===== src/rtl/irc_pkg.sv =====
// ----------------------------------------------------------------------------
// irc_pkg
// Shared types, widths, register indexes and reset values for the
// irrigation relay controller.
// ----------------------------------------------------------------------------
`default_nettype none

package irc_pkg;

    // field widths
    localparam int RawW     = 12;
    localparam int TimeW    = 32;
    localparam int PctW     = 7;
    localparam int CountW   = 4;
    localparam int EventW   = 2;
    localparam int CfgDataW = 32;
    localparam int CfgIdxW  = 3;

    // scaling: percent = raw * 100 / FullScale
    localparam int ProdW = RawW + PctW;   // raw * 100 fits in 19 bits
    localparam int FullScale = 4095;

    // configuration register indexes
    typedef enum logic [CfgIdxW-1:0] {
        REG_LOW_THRESHOLD     = 3'd0,
        REG_HIGH_THRESHOLD    = 3'd1,
        REG_MAX_ACTIVATIONS   = 3'd2,
        REG_ACTIVATION_PERIOD = 3'd3,
        REG_MAX_ON_TIME       = 3'd4
    } cfg_index_t;

    // switch event codes
    typedef enum logic [EventW-1:0] {
        EVT_NONE    = 2'd0,
        EVT_ON      = 2'd1,
        EVT_OFF_WET = 2'd2,
        EVT_OFF_TMO = 2'd3
    } switch_event_t;

    // register reset values
    localparam logic [PctW-1:0]   LowThresholdRst     = 7'd30;
    localparam logic [PctW-1:0]   HighThresholdRst    = 7'd60;
    localparam logic [CountW-1:0] MaxActivationsRst   = 4'd3;
    localparam logic [TimeW-1:0]  ActivationPeriodRst = 32'd6000;
    localparam logic [TimeW-1:0]  MaxOnTimeRst        = 32'd1000;

endpackage

`default_nettype wire


===== src/rtl/irrigation_relay_controller_core.sv =====
// ----------------------------------------------------------------------------
// irrigation_relay_controller_core
// Pipeline: an input transfer is captured in the input register and then
// passes to the result register.
// Throughput: one item per cycle; the input stalls only while the result
// register is full and out_ready is low.
// Reset: asynchronous active-low rst_n clears the relay, the activation count,
// the time stamps and all valid bits, and loads the register defaults.
// ----------------------------------------------------------------------------
`default_nettype none

module irrigation_relay_controller_core (
    input  wire logic                               clk,
    input  wire logic                               rst_n,
    // configuration write port
    input  wire logic                               cfg_we,
    input  wire logic [irc_pkg::CfgIdxW-1:0]        cfg_index,
    input  wire logic [irc_pkg::CfgDataW-1:0]       cfg_data,
    // input channel
    input  wire logic                               in_valid,
    output logic                                    in_ready,
    input  wire logic [irc_pkg::RawW-1:0]           moisture_raw,
    input  wire logic [irc_pkg::TimeW-1:0]          now_ms,
    input  wire logic                               button_pressed,
    // result channel
    output logic                                    out_valid,
    input  wire logic                               out_ready,
    output logic                                    relay_on,
    output logic [irc_pkg::PctW-1:0]                moisture_percent,
    output logic [irc_pkg::CountW-1:0]              activations_used,
    output logic [irc_pkg::EventW-1:0]              switch_event
);

    localparam int RawW   = irc_pkg::RawW;
    localparam int TimeW  = irc_pkg::TimeW;
    localparam int PctW   = irc_pkg::PctW;
    localparam int CountW = irc_pkg::CountW;
    localparam int ProdW  = irc_pkg::ProdW;
    localparam int LoW    = 12;                 // 4096 = FullScale + 1
    localparam int RemW   = LoW + 1;

    // configuration registers
    logic [PctW-1:0]   low_threshold_reg;
    logic [PctW-1:0]   high_threshold_reg;
    logic [CountW-1:0] max_activations_reg;
    logic [TimeW-1:0]  activation_period_reg;
    logic [TimeW-1:0]  max_on_time_reg;

    // controller state
    logic [TimeW-1:0]  period_start_reg, period_start_next;
    logic [CountW-1:0] act_count_reg, act_count_next;
    logic              relay_state_reg, relay_state_next;
    logic [TimeW-1:0]  on_since_reg, on_since_next;

    // stage 1: input register
    logic              s1_valid_reg;
    logic [RawW-1:0]   s1_raw_reg;
    logic [TimeW-1:0]  s1_now_reg;
    logic              s1_button_reg;

    // result register
    logic                  out_valid_reg;
    logic                  relay_on_reg;
    logic [PctW-1:0]       percent_reg;
    logic [CountW-1:0]     act_used_reg;
    irc_pkg::switch_event_t event_reg, event_next;

    logic advance;

    // pipeline moves whenever the result register can take a new item
    assign advance  = !out_valid_reg || out_ready;
    assign in_ready = advance;

    // configuration writes
    always_ff @(posedge clk or negedge rst_n)
    begin
        if (!rst_n)
        begin
            low_threshold_reg     <= irc_pkg::LowThresholdRst;
            high_threshold_reg    <= irc_pkg::HighThresholdRst;
            max_activations_reg   <= irc_pkg::MaxActivationsRst;
            activation_period_reg <= irc_pkg::ActivationPeriodRst;
            max_on_time_reg       <= irc_pkg::MaxOnTimeRst;
        end
        else if (cfg_we)
        begin
            case (irc_pkg::cfg_index_t'(cfg_index))
                irc_pkg::REG_LOW_THRESHOLD:     low_threshold_reg     <= cfg_data[PctW-1:0];
                irc_pkg::REG_HIGH_THRESHOLD:    high_threshold_reg    <= cfg_data[PctW-1:0];
                irc_pkg::REG_MAX_ACTIVATIONS:   max_activations_reg   <= cfg_data[CountW-1:0];
                irc_pkg::REG_ACTIVATION_PERIOD: activation_period_reg <= cfg_data[TimeW-1:0];
                irc_pkg::REG_MAX_ON_TIME:       max_on_time_reg       <= cfg_data[TimeW-1:0];
                default: ;
            endcase
        end
    end

    // scale to percent: q = x / 4095 with x = hi*4096 + lo,
    // remainder after hi is hi + lo (< 2*4095), so one compare corrects it
    logic [ProdW-1:0] prod;
    logic [PctW-1:0]  prod_hi;
    logic [RemW-1:0]  rem;
    logic [PctW-1:0]  percent;

    always_comb
    begin
        prod    = {1'b0, s1_raw_reg, 6'b0} + {2'b0, s1_raw_reg, 5'b0}
                + {5'b0, s1_raw_reg, 2'b0};
        prod_hi = prod[ProdW-1:LoW];
        rem     = {{(RemW-PctW){1'b0}}, prod_hi} + {1'b0, prod[LoW-1:0]};
        percent = prod_hi + ((rem >= RemW'(irc_pkg::FullScale)) ? 7'd1 : 7'd0);
    end

    // control step on the scaled sample
    logic [TimeW-1:0] period_elapsed;
    logic [TimeW-1:0] on_elapsed;
    logic [CountW-1:0] count_cleared;

    always_comb
    begin
        period_start_next = period_start_reg;
        act_count_next    = act_count_reg;
        relay_state_next  = relay_state_reg;
        on_since_next     = on_since_reg;
        event_next        = irc_pkg::EVT_NONE;
        period_elapsed    = s1_now_reg - period_start_reg;
        count_cleared     = act_count_reg;
        on_elapsed        = '0;

        if (!s1_button_reg)
        begin
            // period rollover
            if (period_elapsed >= activation_period_reg)
            begin
                period_start_next = s1_now_reg;
                count_cleared     = '0;
            end
            act_count_next = count_cleared;

            // dry / wet decision
            if (percent <= low_threshold_reg)
            begin
                if (!relay_state_reg && (count_cleared < max_activations_reg))
                begin
                    relay_state_next = 1'b1;
                    on_since_next    = s1_now_reg;
                    act_count_next   = count_cleared + 4'd1;
                    event_next       = irc_pkg::EVT_ON;
                end
            end
            else if ((percent >= high_threshold_reg) && relay_state_reg)
            begin
                relay_state_next = 1'b0;
                event_next       = irc_pkg::EVT_OFF_WET;
            end

            // on-time limit
            on_elapsed = s1_now_reg - on_since_next;
            if (relay_state_next && (on_elapsed > max_on_time_reg))
            begin
                relay_state_next = 1'b0;
                event_next       = irc_pkg::EVT_OFF_TMO;
            end
        end
    end

    // pipeline control and state
    always_ff @(posedge clk or negedge rst_n)
    begin
        if (!rst_n)
        begin
            s1_valid_reg     <= 1'b0;
            out_valid_reg    <= 1'b0;
            period_start_reg <= '0;
            act_count_reg    <= '0;
            relay_state_reg  <= 1'b0;
            on_since_reg     <= '0;
        end
        else if (advance)
        begin
            s1_valid_reg  <= in_valid;
            out_valid_reg <= s1_valid_reg;
            if (s1_valid_reg)
            begin
                period_start_reg <= period_start_next;
                act_count_reg    <= act_count_next;
                relay_state_reg  <= relay_state_next;
                on_since_reg     <= on_since_next;
            end
        end
    end

    // payload registers
    always_ff @(posedge clk)
    begin
        if (advance)
        begin
            s1_raw_reg     <= moisture_raw;
            s1_now_reg     <= now_ms;
            s1_button_reg  <= button_pressed;
            relay_on_reg   <= relay_state_next;
            percent_reg    <= percent;
            act_used_reg   <= act_count_next;
            event_reg      <= event_next;
        end
    end

    // outputs
    assign out_valid        = out_valid_reg;
    assign relay_on         = relay_on_reg;
    assign moisture_percent = percent_reg;
    assign activations_used = act_used_reg;
    assign switch_event     = event_reg;

endmodule

`default_nettype wire

===== config.mk =====
export PLATFORM = sky130hd
export DESIGN_NAME = irrigation_relay_controller_core
export DESIGN_NICKNAME = d
export VERILOG_FILES = /design/src/rtl/irc_pkg.sv /design/src/rtl/irrigation_relay_controller_core.sv
export SDC_FILE = /design/constraint.sdc
export NUM_CORES = 1
export LEC_CHECK = 0
export CELL_PAD_IN_SITES_DETAIL_PLACEMENT = 0
export CELL_PAD_IN_SITES_GLOBAL_PLACEMENT = 1
export CORE_MARGIN = 5
export CORE_UTILIZATION = 27
export CTS_BUF_LIST = sky130_fd_sc_hd__clkbuf_8 sky130_fd_sc_hd__clkbuf_16
export DETAILED_ROUTE_END_ITERATION = 10
export DONT_BUFFER_PORTS = 1
export PLACE_DENSITY = 0.45
export SLEW_MARGIN = 5
export SYNTH_ARGS = -nofsm -noshare
export SYNTH_HDL_FRONTEND = slang
export SYNTH_SLANG_ARGS = --single-unit

===== constraint.sdc =====
create_clock -name clk -period 33.8 [get_ports clk]
set_input_delay 6.76 -clock clk [delete_from_list [all_inputs] [get_ports clk]]
set_output_delay 6.76 -clock clk [all_outputs]
set_load 0.05 [all_outputs]

# Word-level counts from Yosys, hierarchy flattened
# Index checks and enable logic that the tools add are counted.
dict set report word_totals {
  ff_bits 212
  elab_cells 70
  ram_bits 0
  latch_bits 0
  output_inout_bits 16
  memories 0
  romBits 0
}
dict set report classes {
  n_mux 19
  multipliers 0
  addsub 7
  shift 0
  n_lt_le_gt_ge 6
  n_reduce_logical 15
  div 0
  eq_ne 4
  n_bitwise 1
}
# op count
set op_table {}
lappend op_table {{2-to-1 mux 32 bit} 3}
lappend op_table {{subtractor 32 bit} 2}
lappend op_table {{greater-or-equal comparator 32 bit} 1}
lappend op_table {{> comparator 32 bit} 1}
lappend op_table {{2-to-1 mux 4 bit} 5}
lappend op_table {{adder 18 x 17 -> 19 bit} 1}
lappend op_table {{adder 19 x 14 -> 19 bit} 1}
lappend op_table {{adder 7 x 12 -> 13 bit} 1}
lappend op_table {{greater-or-equal comparator 13 x 12 -> 1 bit, second input constant} 1}
lappend op_table {{AND reduction 2 bit} 6}
lappend op_table {{2-to-1 mux 1 bit} 8}
lappend op_table {{adder 7 x 1 -> 7 bit} 1}
lappend op_table {{greater-or-equal comparator 7 bit} 1}
lappend op_table {{<= comparator 7 bit} 1}
lappend op_table {{equality test 3 x 2 -> 1 bit, second input constant} 2}
lappend op_table {{2-to-1 mux 2 bit} 3}
lappend op_table {{adder 4 x 1 -> 4 bit, second input constant} 1}
lappend op_table {{< comparator 4 bit} 1}
lappend op_table {{AND reduction 4 bit} 1}
lappend op_table {{equality test 3 x 1 -> 1 bit, second input constant} 1}
lappend op_table {{equality test 3 bit, second input constant} 1}
lappend op_table {{logical AND 1 bit} 3}
lappend op_table {{zero test 3 bit} 1}
lappend op_table {{AND reduction 3 bit} 1}
lappend op_table {{3 further kinds} 4}

# Logic depth before layout (Yosys ltp)
# Gate-level depths: netlist of the first run.
dict set report logic_depth {
  depth_word 14
  mapped_depth 65
}

# Least setup slack after synthesis of the first run
# OpenSTA, ideal clock, no wires.
dict set report synth_timing {
  kind {input to output}
  from {input out_ready}
  to {output in_ready}
  required_time_ns 27.040
  stages 1
  arrival_time_ns 8.620
  setup_slack_ns 18.420
  path_cell_list {nand2b_1}
}
dict set report synth_between {
  elab_chain_len 1
}
# element line
set synth_rtl {}
lappend synth_rtl {{start, declared} irrigation_relay_controller_core.sv:27} ;# input wire logic out_ready,
lappend synth_rtl {{logical OR 1 bit} irrigation_relay_controller_core.sv:71} ;# assign advance = !out_valid_reg || out_ready;
lappend synth_rtl {{end, declared} irrigation_relay_controller_core.sv:21} ;# output logic in_ready,
# Every way passes these cells.

# Worst setup path after layout of the first run
# Same ends and word-level chain as after synthesis.

==> results_dict.tcl, run 1 <==
set metrics [dict create \
    use_met1_pct 18.16 \
    rrSetupSlack_ns 20.65 \
    cap_viol_max_count 0 \
    drive_above_1_share_pct 14.70 \
    die_area_um2 57140 \
    postSynthAreaPerCell_um2 10.23 \
    grt_util_met3_pct 3.080 \
    gr-max-usage-layer "met2" \
    multi_input_area_um2 7859 \
    wl_per_cell_um 18.18 \
    fillers 5390 \
    grt_max_degree 154 \
    antenna_left 0 \
    grt_usage_pct 13.32 \
    via_count 9744 \
    crit_path_end_kind "primary output" \
    grt_pass1_wl_um 59630 \
    p_per_area_nw_per_um2 110.2 \
    ir_worst_vdd_uv 40.91 \
    rsz0062_at_grt "no" \
    critical_path.top_delay_family "simple AND/OR/NAND/NOR gates" \
    synth_flop_cell "dfrtp_1" \
    area_growth_pct 12.66 \
    clk_latency_ns 0.56 \
    path_class "in -> out" \
    seq_area_frac_synth_pct 39.74 \
    netlist_area_um2 14160 \
    dieHeight_um 239.0 \
    yosysTopAreaCell "dfrtp_1" \
    cts-buffers-inserted 29 \
    status "complete, no violations" \
    power_leakage_uw 0.007038 \
    synth.top_cell.area_share_pct 22.97 \
    dr.pass1.iters 5 \
    slowest_delay_ns 0.52 \
    ctsHoldBuffers 0 \
    cts_root_buf "clkbuf_16" \
    holdWs_ns 0.4840 \
    hpwlAfterDp_um 28480 \
    synthCells 1385 \
    final-setup-viol-count 0 \
    finalWirelength_um 38260 \
    grt.met2_usage_pct 21.55 \
    crit_path_top_delay_cell "nand2b_4" \
    tightest_slew_ns 1.083 \
    cts_tree "built" \
    gp_congestion 0.7382 \
    cts_resized 0 \
    fp-row-count 84 \
    clock-sinks 212 \
    fmax_mhz 71.13 \
    worst-path-max-fanout 32 \
    grt_pass1_vias 9873 \
    die_w_um 239.0 \
    critPathRequiredTime_ns 27.04 \
    regArea_um2 5629 \
    hold_path_class "reg -> reg" \
    startpoint_type "input pin" \
    synth_area_leaders "dfrtp_1 (23%), ha_1 (15%), edfxtp_1 (13%), mux2_2 (8.0%), dfstp_2 (4.3%)" \
    route.detailed.drc 0 \
    numPortBuffers 0 \
    post_cts_buffers 0 \
    initial_utilization_pct 27.12 \
    antenna_found_initial 2 \
    core_um2 52240 \
    place_area_um2 14970 \
    skew_ns 0.01262 \
    worstPathArrival_ns 7.30 \
    tns_ns 0 \
    ys_async_sr_fraction_pct 72.17 \
    layout_min_cycle_time_ns 14.06 \
    route.detailed.vias_per_inst 4.631 \
    min_period_over_period_pct 41.59 \
    yosys_warnings 0 \
    overflow 0 \
    path_buf_inv 0 \
    fin_area_um2 15960 \
    ys_seq_elements 212 \
    final_max_slew_viol_count 0 \
    h-tree-depth 1 \
    synth_fp_nets 1649 \
    synth_edf_count 59 \
    hold_violations 0 \
    nNetsFinal 1657 \
    critical_path.cell_chain "nand2b_4" \
    ioPinCount 101 \
    clk_pin_slew_worst_paths_ns 0.05 \
    utilization_pct 30.55 \
    slew_headroom_pct 27.19 \
    drt_iter0_drc 473 \
    yosys.cell_types.count 74 \
    cts_buffer_depth 3 \
]
[power breakdown]
group | internal (uW) | switching, uW
sequential | 349 | 70.3
clock | 192 | 121
combinational | 453 | 572
total | 995 | 764
[path summary, 6_finish.rpt]
check,startpoint,to,cells past startpoint
setup / recovery,out_ready,in_ready,1
hold / removal,on_since_reg[0]$_DFFE_PN0P_,on_since_reg[0]$_DFFE_PN0P_,2
setup reg to reg,s1_raw_reg[4]$_DFFE_PN_,switch_event[1]$_SDFFCE_PP0N_,58
hold reg to reg,on_since_reg[0]$_DFFE_PN0P_,on_since_reg[0]$_DFFE_PN0P_,2
max in group asynchronous,rst_n,activation_period_reg[9]$_DFFE_PN1P_,0
min in group asynchronous,rst_n,high_threshold_reg[1]$_DFFE_PN0P_,0
[worst min-delay path, cell delays in order (launching register included)]
cell and delay [ns]:
dfrtp_1 0.34, nand2_1 0.04, o21ai_0 0.07
[logic make-up after synthesis]
group	after synthesis	synth area share (%)
multiplexers	131	10.15
AO/OA/AOI/OAI	311	14.25
XOR/XNOR	67	4.143
AND/OR/NAND/NOR	302	10.37
buffers and inverters	183	4.902
flip-flops	212	39.74
adder cells (fa/ha/maj)	179	16.45
[Yosys cell counts (all sizes together), types with 4 or more instances]
cell,count
a2111oi,5
a211o,4
a211oi,8
a21boi,4
a21o,27
a21oi,73
a31oi,7
and2,7
and3,4
buf,8
clkbuf,21
dfrtp,130
dfstp,23
edfxtp,59
fa,12
ha,167
inv,154
mux2,101
mux2i,30
nand2,100
nand2b,16
nand3,25
nand4,14
nor2,67
nor2b,18
nor3,21
nor3b,5
nor4,7
o211ai,5
o21a,19
o21ai,113
o21bai,9
o311ai,4
o31ai,9
or2,6
or3,5
xnor2,42
xor2,25
[per-stage QoR]
stage	cells	worst slack, ns	power, uW
final	2104	19.74	1759
after global routing	2104	19.41	1944
after CTS	2103	19.70	1797
after detailed placement	2050	19.69	1461
after global placement	2050	19.72	1465
after floorplan	1385	18.42	1211
[layout make-up]
type | instances | area share [%]
tap | 688 | 5.394
inverter | 154 | 3.622
antenna | 1 | 0.01568
timing repair buffer | 6 | 0.2823
clock inverter | 14 | 0.7527
sequential | 212 | 35.28
clock buffer | 39 | 5.410
multi-input combinational | 990 | 49.25
[placed cells by master (no fill, tap or decap), drive strengths merged, types with 39 or more instances in the layout]
master and instances:
o21ai 113, clkbuf 39, dfrtp 130, edfxtp 59, inv 158, nor2 67
mux2 101, nand2 100, a21oi 73, xnor2 42, ha 167
[layer usage]
metal	routed length (um)	up-vias
met5	18	-
met4	700	2
met3	1968	35
met2	17420	120
met1	18160	4647
li1	-	4940
(Power assumes the default switching activity.)
==> run 2: changes to the inputs <==
PLACE_DENSITY = 0.47   (was 0.45)
clock period = 11.6 ns   (was 33.8 ns; I/O delays follow)
==> run 2 against run 1 <==
Hold slack better by 0.0043 ns. Routed wire length up 3.8%. Critical path depth up 58. Design area up 5.6%. Total power rose to 3.1 times the previous value. Highest routed layer unchanged. Final cell count up 3.6%.
==> results_dict.tcl, run 2 (synthesis results as in run 1) <==
set metrics [dict create \
    holdWs_ns 0.4883 \
    cts_root_buf "clkbuf_16" \
    skew_ns 0.02068 \
    tns_ns 0 \
    grt_usage_pct 13.70 \
    cts_tree "built" \
    fp-row-count 84 \
    finalWirelength_um 39730 \
    cap_viol_max_count 0 \
    reg2reg_from "s1_raw_reg[1]$_DFFE_PN_" \
    wl_per_cell_um 18.23 \
    routed-wl-met3_um 2250 \
    dr.max_layer_used "met5" \
    path_buf_inv 2 \
    hpwlAfterDp_um 29440 \
    cts_buffer_depth 3 \
    fmax_mhz 90.71 \
    via_count 10140 \
    clk_pin_slew_worst_paths_ns 0.06 \
    drive_above_1_share_pct 22.92 \
    grt_max_degree 154 \
    slew_headroom_pct 31.30 \
    status "complete, no violations" \
    startpoint_type "flop" \
    critPathRequiredTime_ns 11.92 \
    ir_worst_vdd_uv 158.4 \
    layout_common_cells "inv_1 (161), ha_1 (160), dfrtp_1 (130), mux2_2 (101), nand2_1 (99)" \
    area_growth_pct 18.97 \
    die_w_um 239.0 \
    hold_path_class "reg -> reg" \
    r2r_cells 59 \
    power_leakage_uw 0.007470 \
    worst-path-max-fanout 3 \
    path_class "reg -> reg" \
    dieHeight_um 239.0 \
    final-setup-viol-count 0 \
    m1WireLength_um 18640 \
    dr.pass1.iters 5 \
    crit_path_end_kind "flop" \
    ioPinCount 101 \
    numPortBuffers 0 \
    critical_path.top_delay_family "compound AO/OA/AOI/OAI gates" \
    fillers 5288 \
    worstPathArrival_ns 11.34 \
    power_uw 5506 \
    final_common_cell "inv_1" \
    final_max_slew_viol_count 0 \
    post-place-ws_ns -0.1341 \
    initial_utilization_pct 27.12 \
    hold_violations 0 \
    grt_pass1_wl_um 61180 \
    drt_iter0_drc 472 \
    wl_met2_um 18270 \
    gp_congestion 0.8032 \
    antenna_left 0 \
    clk_latency_ns 0.57 \
    path_depth 59 \
    route.detailed.drc 0 \
    cts-buffers-inserted 29 \
    utilization_pct 32.26 \
    critPathCapture "switch_event[1]$_SDFFCE_PP0N_" \
    tightest_slew_ns 1.030 \
    r2r-end "switch_event[1]$_SDFFCE_PP0N_" \
    nNetsFinal 1733 \
    clock-sinks 212 \
    diodes 0 \
    min_period_over_period_pct 95.03 \
    slowest_delay_ns 0.57 \
    core_um2 52240 \
    crit_top_cell "a21oi_2" \
    antenna_found_initial 3 \
    fin_ws_ns 0.5763 \
    rrSetupSlack_ns 0.58 \
    overflow 0 \
    p_per_area_nw_per_um2 326.7 \
    h-tree-depth 1 \
    grt_pass1_vias 10400 \
    route.detailed.vias_per_inst 4.652 \
    crit_path_top_delay_cell "fa_1" \
    critPathLaunch "s1_raw_reg[1]$_DFFE_PN_" \
    ctsHoldBuffers 0 \
    layout_min_cycle_time_ns 11.02 \
    die_area_um2 57140 \
]
## run 2: metal layers
metal	up-vias	GRT usage (%)
met3	43	3.265
met2	133	22.30
li1	5082	-
met5	-	0
met1	4880	18.77
met4	4	2.628
## run 2: worst min-delay path, cell delays in order (launching register included)
cell,delay [ns]
dfrtp_1,0.35
nand2_1,0.05
o21ai_0,0.06
## run 2: area by class of cell
| class | count | area (um^2) | share of cell area (%) |
|---|---|---|---|
| timing repair buffer | 82 | 635.6 | 3.772 |
| tap | 688 | 860.8 | 5.108 |
| inverter | 154 | 578.1 | 3.430 |
| clock inverter | 17 | 105.1 | 0.6237 |
| sequential | 212 | 5629 | 33.40 |
| multi-input combinational | 990 | 8208 | 48.70 |
| clock buffer | 37 | 835.8 | 4.960 |
## run 2: through the flow
stage,cell area [um^2],cells
after CTS,16370,2161
after global placement,15400,2106
after detailed placement,15400,2106
after floorplan,14160,1385
after global routing,16850,2180
final,16850,2180
## run 2: worst min path at each step
stage                                            end  depth (start not counted)                             startpoint
3_5_place_dp             on_since_reg[0]$_DFFE_PN0P_                          2            on_since_reg[0]$_DFFE_PN0P_
5_1_grt        activation_period_reg[13]$_DFFE_PN0P_                          1  activation_period_reg[13]$_DFFE_PN0P_
3_3_place_gp             on_since_reg[0]$_DFFE_PN0P_                          2            on_since_reg[0]$_DFFE_PN0P_
6_report             period_start_reg[0]$_DFFE_PN0P_                          2        period_start_reg[0]$_DFFE_PN0P_
4_1_cts                  on_since_reg[0]$_DFFE_PN0P_                          2            on_since_reg[0]$_DFFE_PN0P_
2_1_floorplan            on_since_reg[0]$_DFFE_PN0P_                          2            on_since_reg[0]$_DFFE_PN0P_
## run 2: where the power goes
| group | internal, uW | total [uW] | leakage (uW) | switching [uW] |
|---|---|---|---|---|
| registers | 1020 | 1220 | 0.00241 | 206 |
| logic | 1590 | 3410 | 0.00456 | 1820 |
| clock network | 524 | 878 | 0.000503 | 354 |
## run 2: repair_timing
item / in CTS / in global routing
gates cloned: 0 / 0
pin swaps: 0 / 63
buffers inserted: 1 / 19
endpoints found under the setup margin: 4 / 4
resized for setup: 3 / 86
